File: config.mk
export PLATFORM = sky130hd
export DESIGN_NAME = ibd_ctrl
export DESIGN_NICKNAME = d
export VERILOG_FILES = /design/src/sv/ibd_pkg.sv /design/src/sv/ibd_ctrl.sv
export SDC_FILE = /design/constraint.sdc
export NUM_CORES = 1
export LEC_CHECK = 0
export BUFFER_PORTS_ARGS = -buffer_cell sky130_fd_sc_hd__buf_2
export CAP_MARGIN = 20
export CORE_AREA = 2 2 39 41
export CTS_BUF_LIST = sky130_fd_sc_hd__clkbuf_4
export DETAILED_ROUTE_END_ITERATION = 8
export DIE_AREA = 0 0 41 43
export GPL_ROUTABILITY_DRIVEN = 0
export SLEW_MARGIN = 25
export SYNTH_ARGS = -nofsm -noshare
export SYNTH_HDL_FRONTEND = slang
export SYNTH_SLANG_ARGS = --single-unit
File: constraint.sdc
create_clock -name clk -period 1.2 [get_ports clk]
set_input_delay 0 -clock clk [delete_from_list [all_inputs] [get_ports clk]]
set_output_delay 0 -clock clk [all_outputs]
set_load 0.05 [all_outputs]
File: src/sv/ibd_pkg.sv
package ibd_pkg;

	localparam int PIX_W     = 8;
	localparam int NUM_CH    = 3;
	localparam int DIM_W     = 13;
	localparam int DIM_MAX   = 4096;
	localparam int CNT_W     = 12;
	localparam int BC_W      = 13;
	localparam int FREG_W    = 5;
	localparam int DIV_STEPS = 8;
	localparam int STEP_W    = 3;
	localparam int DATA_W    = 32;
	localparam int ADDR_W    = 4;

	typedef logic [PIX_W-1:0] pix_t;

	typedef enum logic [1:0] {
		REG_WIDTH,
		REG_HEIGHT,
		REG_FACTOR,
		REG_METHOD
	} reg_idx_t;

	typedef enum logic [1:0] {
		ST_IDLE,
		ST_UPD,
		ST_DIV,
		ST_LOAD
	} state_t;

	typedef struct packed {
		logic accept;
		logic update;
		logic div_step;
		logic load_out;
	} ctrl_cmd_t;

	typedef struct packed {
		logic emit;
		logic box;
		logic out_free;
	} dp_status_t;

endpackage

File: src/sv/ibd_ctrl.sv
module ibd_ctrl (
	input  logic                clk,
	input  logic                arst_n,
	input  logic                in_valid,
	output logic                in_ready,
	output ibd_pkg::ctrl_cmd_t  cmd,
	input  ibd_pkg::dp_status_t status
);
	import ibd_pkg::*;

	state_t            state_q;
	state_t            state_d;
	logic [STEP_W-1:0] step_q;
	logic              last_step;

	assign last_step = (step_q == STEP_W'(DIV_STEPS - 1));

	always_ff @(posedge clk or negedge arst_n) begin
		if (!arst_n) begin
			state_q <= ST_IDLE;
			step_q  <= '0;
		end else begin
			state_q <= state_d;
			if (state_q == ST_DIV) begin
				step_q <= step_q + STEP_W'(1);
			end else begin
				step_q <= '0;
			end
		end
	end

	always_comb begin
		state_d = state_q;
		unique case (state_q)
			ST_IDLE: begin
				if (in_valid) state_d = ST_UPD;
			end
			ST_UPD: begin
				if (!status.emit) state_d = ST_IDLE;
				else if (status.box) state_d = ST_DIV;
				else state_d = ST_LOAD;
			end
			ST_DIV: begin
				if (last_step) state_d = ST_LOAD;
			end
			ST_LOAD: begin
				if (status.out_free) state_d = ST_IDLE;
			end
			default: state_d = ST_IDLE;
		endcase
	end

	always_comb begin
		in_ready = 1'b0;
		cmd      = '0;
		unique case (state_q)
			ST_IDLE: begin
				in_ready   = 1'b1;
				cmd.accept = in_valid;
			end
			ST_UPD:  cmd.update   = 1'b1;
			ST_DIV:  cmd.div_step = 1'b1;
			ST_LOAD: cmd.load_out = status.out_free;
			default: ;
		endcase
	end

endmodule

==> results.py <==
metrics = {
    "run_status": {
        "status": "finished clean",
    },
    "drt": {
        "post_drt_via_cell_ratio": 4.02,
        "wl_um": 457,
        "post_drt_wl_per_cell_um": 8.31,
        "dr.pass1.iters": 2,
        "drt_iter0_drc": 4,
        "vias": 221,
        "route.detailed.drc": 0,
        "ant_nets": 0,
    },
    "critical_path": {
        "critical_path.endpoint_type": "output pin",
        "crit_arrival_ps": 1130,
        "r2r-start": "step_q[0]$_DFF_PN0_",
        "rrSetupSlack_ps": 80,
        "start_kind": "flop",
        "worst-r2r-cell-count": 4,
        "crit_type": "flop to output pin",
        "r2r_end": "state_q[0]$_DFFE_PN0P_",
        "critPathMaxFanout": 9,
        "required_ps": 1200,
        "endpoint": "cmd[0]",
    },
    "global_route": {
        "grt_max_degree": 10,
        "antenna_found_initial": 0,
        "grt_pass1_wl_um": 793,
        "grt_use_total_pct": 7.68,
        "grt_pass1_vias": 210,
        "grt-ovfl-total": 0,
    },
    "timing": {
        "setup_tns_ps": 0,
        "period_minus_slack_ps": 1130,
        "whs_ps": 25.5,
        "hold_viol": 0,
        "worst_slew_pin_slew_ps": 247,
        "rsz0062_at_grt": "false",
        "fin_worst_skew_ps": 4.05,
        "period_share_pct": 94.4,
        "finalSetupViolCount": 0,
        "maxSlewHeadroom_pct": 83.6,
        "fmax_mhz": 883,
        "slew_violations": 0,
    },
    "clock_tree": {
        "clk_latency_ps": 240,
        "htree_levels": 1,
        "cts_sinks": 5,
        "cts_buffer_depth": 2,
        "cts.reportedPaths.clkPinSlew_ps": 40,
        "cts_tree": "done",
        "clk_root_buffer_cell": "clkbuf_4",
        "numCtsBuffers": 3,
    },
    "pwr": {
        "seqPwrFrac_pct": 30.1,
        "switching_share_pct": 45.8,
        "power_switching_mw": 0.522,
        "p_clk_share_pct": 18.5,
        "irDropWorstVdd_mv": 1.07,
        "p_leak_nw": 0.208,
        "cell_internal_pwr_mw": 0.617,
        "power.density_nw_per_um2": 2920,
        "p_comb_share_pct": 51.4,
    },
    "synthesis": {
        "synth_top_area_cell": "dfrtp_1",
        "synth_cell_types": 10,
        "seq_area_frac_synth_pct": 49.8,
        "synth_async_sr_flop_share_pct": 100,
        "postSynthCellCount": 23,
        "synth_nets": 31,
        "synthTopCellsByArea": "dfrtp_1 (50%), ha_1 (10%), and2b_1 (9.0%), and2_1 (7.5%), a21oi_1 (6.0%)",
        "ys_ff_latch": 5,
        "synthTopCellsByCount": "dfrtp_1 (5), a21oi_1 (3), and2_1 (3), and2b_1 (3), nor2_1 (3)",
        "syn_avg_cell_area_um2": 10.9,
        "netlist_area_um2": 251,
        "synth_top_family_by_area": "simple AND/OR/NAND/NOR gates",
        "yosysTopAreaCellShare_pct": 49.8,
        "ys_warn_count": 0,
        "synth-compound-area-share_pct": 8.96,
        "synthMuxAreaShare_pct": 0,
        "synthAdderAreaFrac_pct": 9.95,
        "synth_most_common_cell": "dfrtp_1",
        "synth-main-ff-cell": "dfrtp_1",
        "synth-xor-area-share_pct": 0,
        "synth_edf_count": 0,
        "synth_simple_gate_area_share_pct": 31.3,
    },
    "finish": {
        "fin_area_um2": 390,
        "drive_gt1_share_pct": 51.3,
        "nFillCells": 156,
        "diodes": 0,
        "area_growth_pct": 55.2,
        "nNetsFinal": 48,
        "final_core_util_pct": 28.2,
    },
    "job": {
        "maxCapViolations": 0,
    },
    "floorplan": {
        "fp.dieW_um": 41,
        "die-height_um": 43,
        "core_um2": 1380,
        "ios": 11,
        "num_rows": 14,
        "initial_core_util_pct": 18.2,
        "die_area_um2": 1760,
    },
    "place": {
        "hpwl_um": 346,
        "placed_cell_area_um2": 330,
        "io_buffer_count": 10,
    },
    "worst_hold_path": {
        "hold_class": "input pin to flop",
    },
}
## routing by layer
layer	GRT usage, %	share of wire, %	up-vias
met5	0	0	-
met4	6.00	0.88	0
met3	7.85	14	2
met2	9.06	39	12
met1	7.54	46	95
li1	-	-	112
## logic make-up (layout without fill, tap and decap cells)
logic type | Yosys count | count (layout)
and+or+nand+nor | 12 | 12
buffers and inverters | 0 | 16
adders and majority gates | 2 | 2
DFF | 5 | 5
AOI/OAI and AO/OA | 4 | 4
## what timing repair did
item                                    CTS  global route
resized for setup                         3             3
endpoints found under the setup margin    4             4
hold buffers                              1             0
hold endpoints to repair                  5             0
setup buffers                             0             1
## worst min path at each step
stage | endpoint | cells past startpoint | start | slack (ps)
after floorplan | async pin | 0 | arst_n | -300
after global routing | flop | 3 | status[2] | 20
after detailed placement | step_q[2]$_DFF_PN0_ | 1 | arst_n | -180
after CTS | flop | 3 | status[2] | 20
final | flop | 3 | status[2] | 30
after global placement | step_q[1]$_DFF_PN0_ | 1 | arst_n | -180
## metrics by stage
stage,setup WS [ps],total power [mW],cells
detailed placement,63.4,0.872,49
CTS,25.0,1.11,54
global placement,56.7,0.866,49
floorplan,-24.8,0.757,23
finish,67.1,1.14,55
global route,1.08,1.22,55
## critical path, stage by stage, from the launching register on
cell and delay [ps]:
dfrtp_2 450, and3_1 210, clkbuf_4 230
## cells in the final DEF (no fill, tap or decap)
cell / count
clkbuf_4: 7
and2_2: 1
buf_2: 6
nor2b_4: 1
and2b_1: 3
a21oi_1: 3
nor2_4: 1
dfrtp_2: 2
and2_1: 2
and3_1: 1
buf_4: 2
dfrtp_1: 3
a211oi_1: 1
nor2b_1: 1
dlygate4sd3_1: 1
ha_1: 2
nor2_1: 2
## power by group through the flow
stage | clock network (mW) | registers [mW] | logic (mW)
final | 0.210 | 0.343 | 0.585
after global routing | 0.233 | 0.355 | 0.635
after CTS | 0.221 | 0.349 | 0.542
after detailed placement | 0 | 0.344 | 0.528
after global placement | 0 | 0.340 | 0.526
after floorplan | 0 | 0.323 | 0.434
## area by class of cell
type	count	area, um^2	share of cell area, %
flip-flops and latches	5	128	32.7
repair buffers	12	77.6	19.9
multi-input cells	18	135	34.6
well taps	16	20.0	5.13
clock buffers	4	30.0	7.69
Power figures use the tool's default switching activity.
