==> config.mk <==
export PLATFORM = sky130hd
export DESIGN_NAME = ibd_cfg
export DESIGN_NICKNAME = d
export VERILOG_FILES = /design/src/sv/ibd_pkg.sv /design/src/sv/ibd_cfg.sv
export SDC_FILE = /design/constraint.sdc
export NUM_CORES = 1
export LEC_CHECK = 0
export BUFFER_PORTS_ARGS = -buffer_cell sky130_fd_sc_hd__clkbuf_2
export CAP_MARGIN = 20
export CORE_MARGIN = 2
export CORE_UTILIZATION = 40
export CTS_CLUSTER_DIAMETER = 50
export DETAILED_ROUTE_END_ITERATION = 8
export HOLD_SLACK_MARGIN = 0.08
export MAX_ROUTING_LAYER = met4
export PLACE_DENSITY = 0.73
export REMOVE_ABC_BUFFERS = 1
export SLEW_MARGIN = 10
export SYNTH_ARGS = -nofsm -noshare
export SYNTH_HDL_FRONTEND = slang
export SYNTH_SLANG_ARGS = --single-unit
export TNS_END_PERCENT = 1
==> constraint.sdc <==
create_clock -name clk -period 2.8 [get_ports clk]
set_clock_uncertainty 0.15 [all_clocks]
set_input_delay 0.28 -clock clk [delete_from_list [all_inputs] [get_ports clk]]
set_output_delay 0.28 -clock clk [all_outputs]
set_load 0.005 [all_outputs]
==> src/sv/ibd_pkg.sv <==
package ibd_pkg;

	localparam int PIX_W     = 8;
	localparam int NUM_CH    = 3;
	localparam int DIM_W     = 13;
	localparam int DIM_MAX   = 4096;
	localparam int CNT_W     = 12;
	localparam int BC_W      = 13;
	localparam int FREG_W    = 5;
	localparam int DIV_STEPS = 8;
	localparam int STEP_W    = 3;
	localparam int DATA_W    = 32;
	localparam int ADDR_W    = 4;

	typedef logic [PIX_W-1:0] pix_t;

	typedef enum logic [1:0] {
		REG_WIDTH,
		REG_HEIGHT,
		REG_FACTOR,
		REG_METHOD
	} reg_idx_t;

	typedef enum logic [1:0] {
		ST_IDLE,
		ST_UPD,
		ST_DIV,
		ST_LOAD
	} state_t;

	typedef struct packed {
		logic accept;
		logic update;
		logic div_step;
		logic load_out;
	} ctrl_cmd_t;

	typedef struct packed {
		logic emit;
		logic box;
		logic out_free;
	} dp_status_t;

endpackage

==> src/sv/ibd_cfg.sv <==
module ibd_cfg #(
	parameter int MAX_FACTOR = 16,
	localparam int FW = $clog2(MAX_FACTOR + 1)
) (
	input  logic                        clk,
	input  logic                        arst_n,
	input  logic                        psel,
	input  logic                        penable,
	input  logic                        pwrite,
	input  logic [ibd_pkg::ADDR_W-1:0]  paddr,
	input  logic [ibd_pkg::DATA_W-1:0]  pwdata,
	output logic [ibd_pkg::DATA_W-1:0]  prdata,
	output logic                        pready,
	output logic [ibd_pkg::DIM_W-1:0]   w,
	output logic [ibd_pkg::DIM_W-1:0]   h,
	output logic [FW-1:0]               f,
	output logic                        method,
	output logic                        restart
);
	import ibd_pkg::*;

	localparam logic [7:0] FMAX = 8'(MAX_FACTOR);

	logic [DIM_W-1:0]  width_q;
	logic [DIM_W-1:0]  height_q;
	logic [FREG_W-1:0] factor_q;
	logic              method_q;
	reg_idx_t          idx;
	logic              wr;
	logic [7:0]        fz;

	assign idx     = reg_idx_t'(paddr[3:2]);
	assign wr      = psel & penable & pwrite;
	assign restart = wr;
	assign pready  = 1'b1;
	assign method  = method_q;

	always_ff @(posedge clk or negedge arst_n) begin
		if (!arst_n) begin
			width_q  <= DIM_W'(512);
			height_q <= DIM_W'(512);
			factor_q <= FREG_W'(2);
			method_q <= 1'b0;
		end else if (wr) begin
			unique case (idx)
				REG_WIDTH:  width_q  <= pwdata[DIM_W-1:0];
				REG_HEIGHT: height_q <= pwdata[DIM_W-1:0];
				REG_FACTOR: factor_q <= pwdata[FREG_W-1:0];
				REG_METHOD: method_q <= pwdata[0];
				default:    ;
			endcase
		end
	end

	always_comb begin
		unique case (idx)
			REG_WIDTH:  prdata = {{(DATA_W-DIM_W){1'b0}}, width_q};
			REG_HEIGHT: prdata = {{(DATA_W-DIM_W){1'b0}}, height_q};
			REG_FACTOR: prdata = {{(DATA_W-FREG_W){1'b0}}, factor_q};
			REG_METHOD: prdata = {{(DATA_W-1){1'b0}}, method_q};
			default:    prdata = '0;
		endcase
	end

	// saturate to the legal ranges
	always_comb begin
		fz = {{(8-FREG_W){1'b0}}, factor_q};
		if (width_q == '0) begin
			w = DIM_W'(1);
		end else if (width_q > DIM_W'(DIM_MAX)) begin
			w = DIM_W'(DIM_MAX);
		end else begin
			w = width_q;
		end
		if (height_q == '0) begin
			h = DIM_W'(1);
		end else if (height_q > DIM_W'(DIM_MAX)) begin
			h = DIM_W'(DIM_MAX);
		end else begin
			h = height_q;
		end
		if (fz < 8'd2) begin
			f = FW'(2);
		end else if (fz > FMAX) begin
			f = FW'(MAX_FACTOR);
		end else begin
			f = FW'(fz);
		end
	end

endmodule

==> results.py, run 1 <==
metrics = {
    "outcome": {
        "status": "finished, final reports clean",
    },
    "routing": {
        "wl_per_cell_um": 13.7,
        "drc": 0,
        "dr.pass1.iters": 4,
        "ant_nets": 0,
        "routed_wl_um": 4120,
        "via_count": 1381,
        "drt_iter0_markers": 63,
        "via_per_inst": 4.60,
    },
    "synthesis": {
        "synth-seq-cells": 32,
        "synthDistinctLibCells": 27,
        "syn_area_per_cell_um2": 11.3,
        "synthCells": 174,
        "ys_warn_count": 0,
        "synth_area_mm2": 0.00197,
        "seq_area_frac_synth": 0.409,
    },
    "cts": {
        "cts_resized": 0,
        "clk_pin_slew_worst_paths_ps": 70,
        "clkSinkCount": 32,
        "clkLatencyLatePin_ps": 270,
        "cts_buffers": 5,
        "cts_tree": "done",
        "cts_setup_buffers": 0,
        "cts-root-buf": "clkbuf_8",
        "htree_num_levels": 2,
        "clk_path_buf_depth": 2,
    },
    "worst_setup_path": {
        "end_kind": "output pin",
        "r2r_slack_ps": 1620,
        "r2r-end": "width_q[12]",
        "crit_start": "width_q[11]",
        "cp-start-kind": "register",
        "crit_slowest_cell": "dfrtp_1",
        "critPathRequiredTime_ps": 2370,
        "arrival_ps": 1470,
        "worstRegToRegCells": 1,
        "cp_cell_sequence": "nor4_1 > a31oi_1 > nor2_1 > clkbuf_2",
        "critPathKind": "register to output pin",
        "r2r-start": "width_q[12]",
        "endpoint": "w[0]",
        "crit_path_max_incr_delay_ps": 410,
        "path_max_fanout": 4,
    },
    "place": {
        "dp_slack_ps": 845,
        "numPortBuffers": 65,
        "dp_hpwl_um": 3070,
        "placedCellCount": 291,
        "gp_congestion": 0.747,
    },
    "die": {
        "die_height_um": 74.1,
        "rows": 25,
        "initial_utilization": 0.417,
        "coreArea_mm2": 0.00472,
        "io-pin-count": 107,
        "die_w_um": 74.1,
        "die_area_mm2": 0.00550,
    },
    "power": {
        "cellPowerDensity_mw_per_mm2": 674,
        "p_comb_frac": 0.309,
        "switching_share": 0.309,
        "leakagePower_uw": 0.00117,
        "vdd_drop_max_mv": 0.305,
        "p_clk_frac": 0.229,
        "sequentialPowerShare": 0.463,
        "netSwitchingPower_uw": 480,
        "intPower_uw": 1070,
    },
    "min_path": {
        "min_path_type": "input port to register",
    },
    "timing": {
        "relSlewSlack": 0.461,
        "hold_viol_final": 0,
        "setup_tns_ps": 0,
        "report.final.setup_viol": 0,
        "final-max-slew-violation-count": 0,
        "period_minus_slack_ps": 1900,
        "fin_ws_ps": 901,
        "rsz0062_at_grt": "false",
        "worstMarginPinSlew_ps": 808,
        "fmax_mhz": 527,
        "min_period_over_period": 0.678,
    },
    "global_route": {
        "overflow": 0,
        "grt_max_degree": 33,
        "grt_pass1_vias": 1280,
        "grt.total_usage": 0.159,
        "antenna_found_initial": 0,
        "grt_pass1_wl_um": 6350,
    },
    "final_layout": {
        "finalNonFillerCells": 300,
        "fin_nets": 273,
        "drive_gt1_frac": 0.468,
        "antenna_cells": 0,
        "syn2layout_area_growth_pct": 16.8,
    },
    "run": {
        "max_cap_violations": 0,
    },
}
-- routing by layer --
| layer | wire length (µm) | global-route usage | vias to the layer above |
|---|---|---|---|
| li1 | - | - | 662 |
| met1 | 1880 | 0.199 | 664 |
| met2 | 1980 | 0.255 | 53 |
| met3 | 238 | 0.0434 | 2 |
| met4 | 17 | 0.0424 | 0 |
| met5 | 0 | - | - |
-- critical path, delay by kind of cell, from the launching register on --
family          cells  cell delay [ps]
compound gates      1              130
buf+inv             1              130
flops               1              410
simple gates        2              530
-- layout by cell type, fill, tap and decap left out --
master         instances
dfrtp_1               29
nor3_1                 3
nand3_1                1
nor2_1                14
mux2_1                 2
o21ai_0                4
nor4_1                 4
mux4_2                 1
dfstp_2                3
nor3b_1                1
and3_4                 1
mux2_4                15
mux2_2                15
and3b_1                1
nor2b_1               24
mux2i_1               12
a31oi_1                2
nand2_2                1
nor2b_4                1
clkbuf_2              65
nand2_1                4
conb_1                20
clkbuf_1               2
clkbuf_8               6
dlygate4sd3_1          1
and2_4                 1
-- sequential cells by signal (all words and copies together), names as in the netlist --
name	cells
method	1
width_q	13
factor_q	5
height_q	13
-- power by group through the flow --
| stage | combinational, µW | sequential, µW | clock (µW) |
|---|---|---|---|
| detailed placement | 485 | 728 | 0 |
| floorplan | 289 | 678 | 0 |
| finish | 478 | 718 | 354 |
| global route | 533 | 741 | 389 |
| CTS | 488 | 719 | 367 |
| global placement | 477 | 721 | 0 |
-- cells in the mapped netlist (all sizes together) --
cell type  instances  area [µm²]
a31oi              2        12.5
and2               1        8.76
and3               1        11.3
and3b              1        8.76
buf               28         226
clkbuf             5        18.8
conb               2        7.51
dfrtp             29         726
dfstp              3        78.8
mux2              32         417
mux2i             12         120
mux4               1        22.5
nand2              5        21.3
nand3              1        5.00
nor2              14        52.6
nor2b             25         164
nor3               3        15.0
nor3b              1        7.51
nor4               4        25.0
o21ai              4        20.0
-- final cells by class --
cell class / count / area [µm²]
clock buffers: 8 / 90.1
repair buffers: 66 / 335
well taps: 67 / 83.8
flip-flops and latches: 32 / 805
multi-input cells: 127 / 986
fillers: 452 / 2420
-- cell families (layout without fill, tap and decap cells) --
kind of cell | count (synthesis) | count (layout) | synth area share
flip-flops | 32 | 32 | 0.409
AO/OA/AOI/OAI | 6 | 6 | 0.0165
multiplexers | 45 | 45 | 0.284
other | 2 | 20 | 0.00382
buffers and inverters | 33 | 74 | 0.125
AND/OR/NAND/NOR | 56 | 56 | 0.162
-- timing repair --
action | CTS | global route
hold endpoints to repair | 29 | 0
hold buffers | 1 | 0
endpoints found under the setup margin | 0 | 0
-- metrics by stage --
step	cell area, µm²	power, µW	util	hold slack, ps
6_report	2300	1550	0.487	100
5_1_grt	2300	1660	0.487	101
4_1_cts	2300	1570	0.487	93.6
3_5_place_dp	2200	1210	0.466	254
3_3_place_gp	2200	1200	0.466	242
2_1_floorplan	1790	967	-	-166
-- worst min-delay path by stage --
stage | from | to | depth (start not counted)
2_1_floorplan | arst_n | factor_q[0] | 0
3_3_place_gp | arst_n | factor_q[3] | 1
3_5_place_dp | arst_n | factor_q[3] | 1
4_1_cts | pwdata[12] | height_q[12] | 2
5_1_grt | pwdata[8] | height_q[8] | 2
6_report | pwdata[8] | height_q[8] | 2
No activity file was read; power rests on OpenSTA's default activity.
==> run 2: changes to the inputs <==
Clock period 2.8 ns to 1.84 ns, I/O delays scaled along.
==> results.py, run 2 (synthesis results as in run 1) <==
metrics = {
    "cts": {
        "clkSinkCount": 32,
        "cts-root-buf": "clkbuf_8",
        "htree_num_levels": 2,
        "clk_pin_slew_worst_paths_ps": 70,
        "cts_buffers": 5,
        "clkLatencyLatePin_ps": 270,
        "cts_tree": "done",
        "clk_path_buf_depth": 2,
        "cts_setup_buffers": 0,
    },
    "die": {
        "rows": 25,
        "die_height_um": 74.1,
        "io-pin-count": 107,
        "initial_utilization": 0.417,
        "die_w_um": 74.1,
        "coreArea_mm2": 0.00472,
        "die_area_mm2": 0.00550,
    },
    "worst_setup_path": {
        "end_kind": "output pin",
        "critPathRequiredTime_ps": 1510,
        "path_max_fanout": 4,
        "r2r-end": "width_q[12]",
        "crit_slowest_cell": "dfrtp_1",
        "arrival_ps": 1430,
        "cp-start-kind": "register",
        "cp_cell_sequence": "nor4_4 > a31oi_1 > nor2_1 > clkbuf_2",
        "critPathKind": "register to output pin",
        "r2r-start": "width_q[12]",
        "r2r_slack_ps": 660,
        "crit_path_max_incr_delay_ps": 430,
        "worstRegToRegCells": 1,
    },
    "place": {
        "numPortBuffers": 65,
        "dp_hpwl_um": 3300,
        "gp_congestion": 0.779,
        "dp_slack_ps": 218,
    },
    "final_layout": {
        "nFillCells": 440,
        "antenna_cells": 0,
        "fin_nets": 289,
        "syn2layout_area_growth_pct": 26.1,
        "drive_gt1_frac": 0.470,
        "reg_top3": "height_q: 13 flops, width_q: 13 flops, factor_q: 5 flops",
        "layout_common_cells": "65 x clkbuf_2, 29 x dfrtp_1, 24 x nor2b_1, 20 x conb_1",
        "final_common_cell": "clkbuf_2",
    },
    "timing": {
        "hold_viol_final": 0,
        "relSlewSlack": 0.455,
        "fin_ws_ps": 77.8,
        "period_minus_slack_ps": 1760,
        "min_period_over_period": 0.958,
        "worstMarginPinSlew_ps": 817,
        "fmax_mhz": 567,
        "final-max-slew-violation-count": 0,
        "setup_tns_ps": 0,
        "report.final.setup_viol": 0,
        "rsz0062_at_grt": "false",
    },
    "min_path": {
        "min_path_type": "input port to register",
        "hold_path_startpoint": "paddr[2]",
        "hold_depth": 3,
        "whs_endpoint": "method",
    },
    "routing": {
        "routed_wl_um": 4450,
        "ant_nets": 0,
        "via_per_inst": 4.56,
        "drc": 0,
        "via_count": 1441,
        "wl_per_cell_um": 14.1,
        "drt_iter0_markers": 46,
        "dr.pass1.iters": 4,
    },
    "power": {
        "cellPowerDensity_mw_per_mm2": 986,
        "leakagePower_uw": 0.00125,
        "vdd_drop_max_mv": 0.387,
    },
    "global_route": {
        "overflow": 0,
        "grt_max_degree": 33,
        "grt.total_usage": 0.174,
        "grt_pass1_vias": 1392,
        "grt_pass1_wl_um": 6800,
        "antenna_found_initial": 0,
    },
    "outcome": {
        "status": "finished, final reports clean",
    },
    "run": {
        "max_cap_violations": 0,
    },
}
==> run 2: power by group <==
part	internal, µW	switching, µW
logic	477	301
clock network	298	255
registers	880	237
==> run 2: area by class of cell <==
cell class | instances | area (µm²) | share of cell area
multi-input cells | 127 | 1010 | 0.408
flip-flops and latches | 32 | 805 | 0.324
clock buffers | 6 | 82.6 | 0.0333
well taps | 67 | 83.8 | 0.0338
clock inverters | 2 | 10.0 | 0.00403
repair buffers | 82 | 488 | 0.197
==> run 2: worst max-delay path by stage <==
stage | start | endpoint | cells past startpoint
final | width_q[11] | w[0] | 4
after global routing | width_q[11] | w[0] | 4
after CTS | width_q[11] | w[0] | 4
after detailed placement | paddr[3] | height_q[2] | 4
after global placement | paddr[3] | height_q[1] | 4
after floorplan | pwrite | factor_q[4] | 3
==> run 2: repair_timing <==
action | CTS | global route
endpoints found under the setup margin | 0 | 2
hold buffers | 14 | 0
gates resized for setup | 0 | 4
hold endpoints to repair | 61 | 0
==> run 2: worst max-delay path: cells and delay by family, from the launching register on <==
family / cells / cell delay, ps
flops: 1 / 430
buf+inv: 1 / 140
simple gates: 2 / 460
compound gates: 1 / 120
==> run 2: per-layer routing <==
layer / share of wire / global-route usage / vias up
met1: 0.45 / 0.209 / 698
li1: - / - / 689
met4: 0.0070 / 0.0485 / 0
met2: 0.49 / 0.295 / 49
met3: 0.048 / 0.0366 / 5
met5: 0 / - / -
==> run 2: metrics by stage <==
step	util	cell area [µm²]	power, µW	hold WS (ps)	cells
after floorplan	-	1790	1470	-262	159
after global placement	0.470	2220	1830	148	294
after detailed placement	0.470	2220	1860	159	294
after CTS	0.520	2450	2440	178	316
after global routing	0.526	2480	2600	195	316
final	0.526	2480	2450	175	316
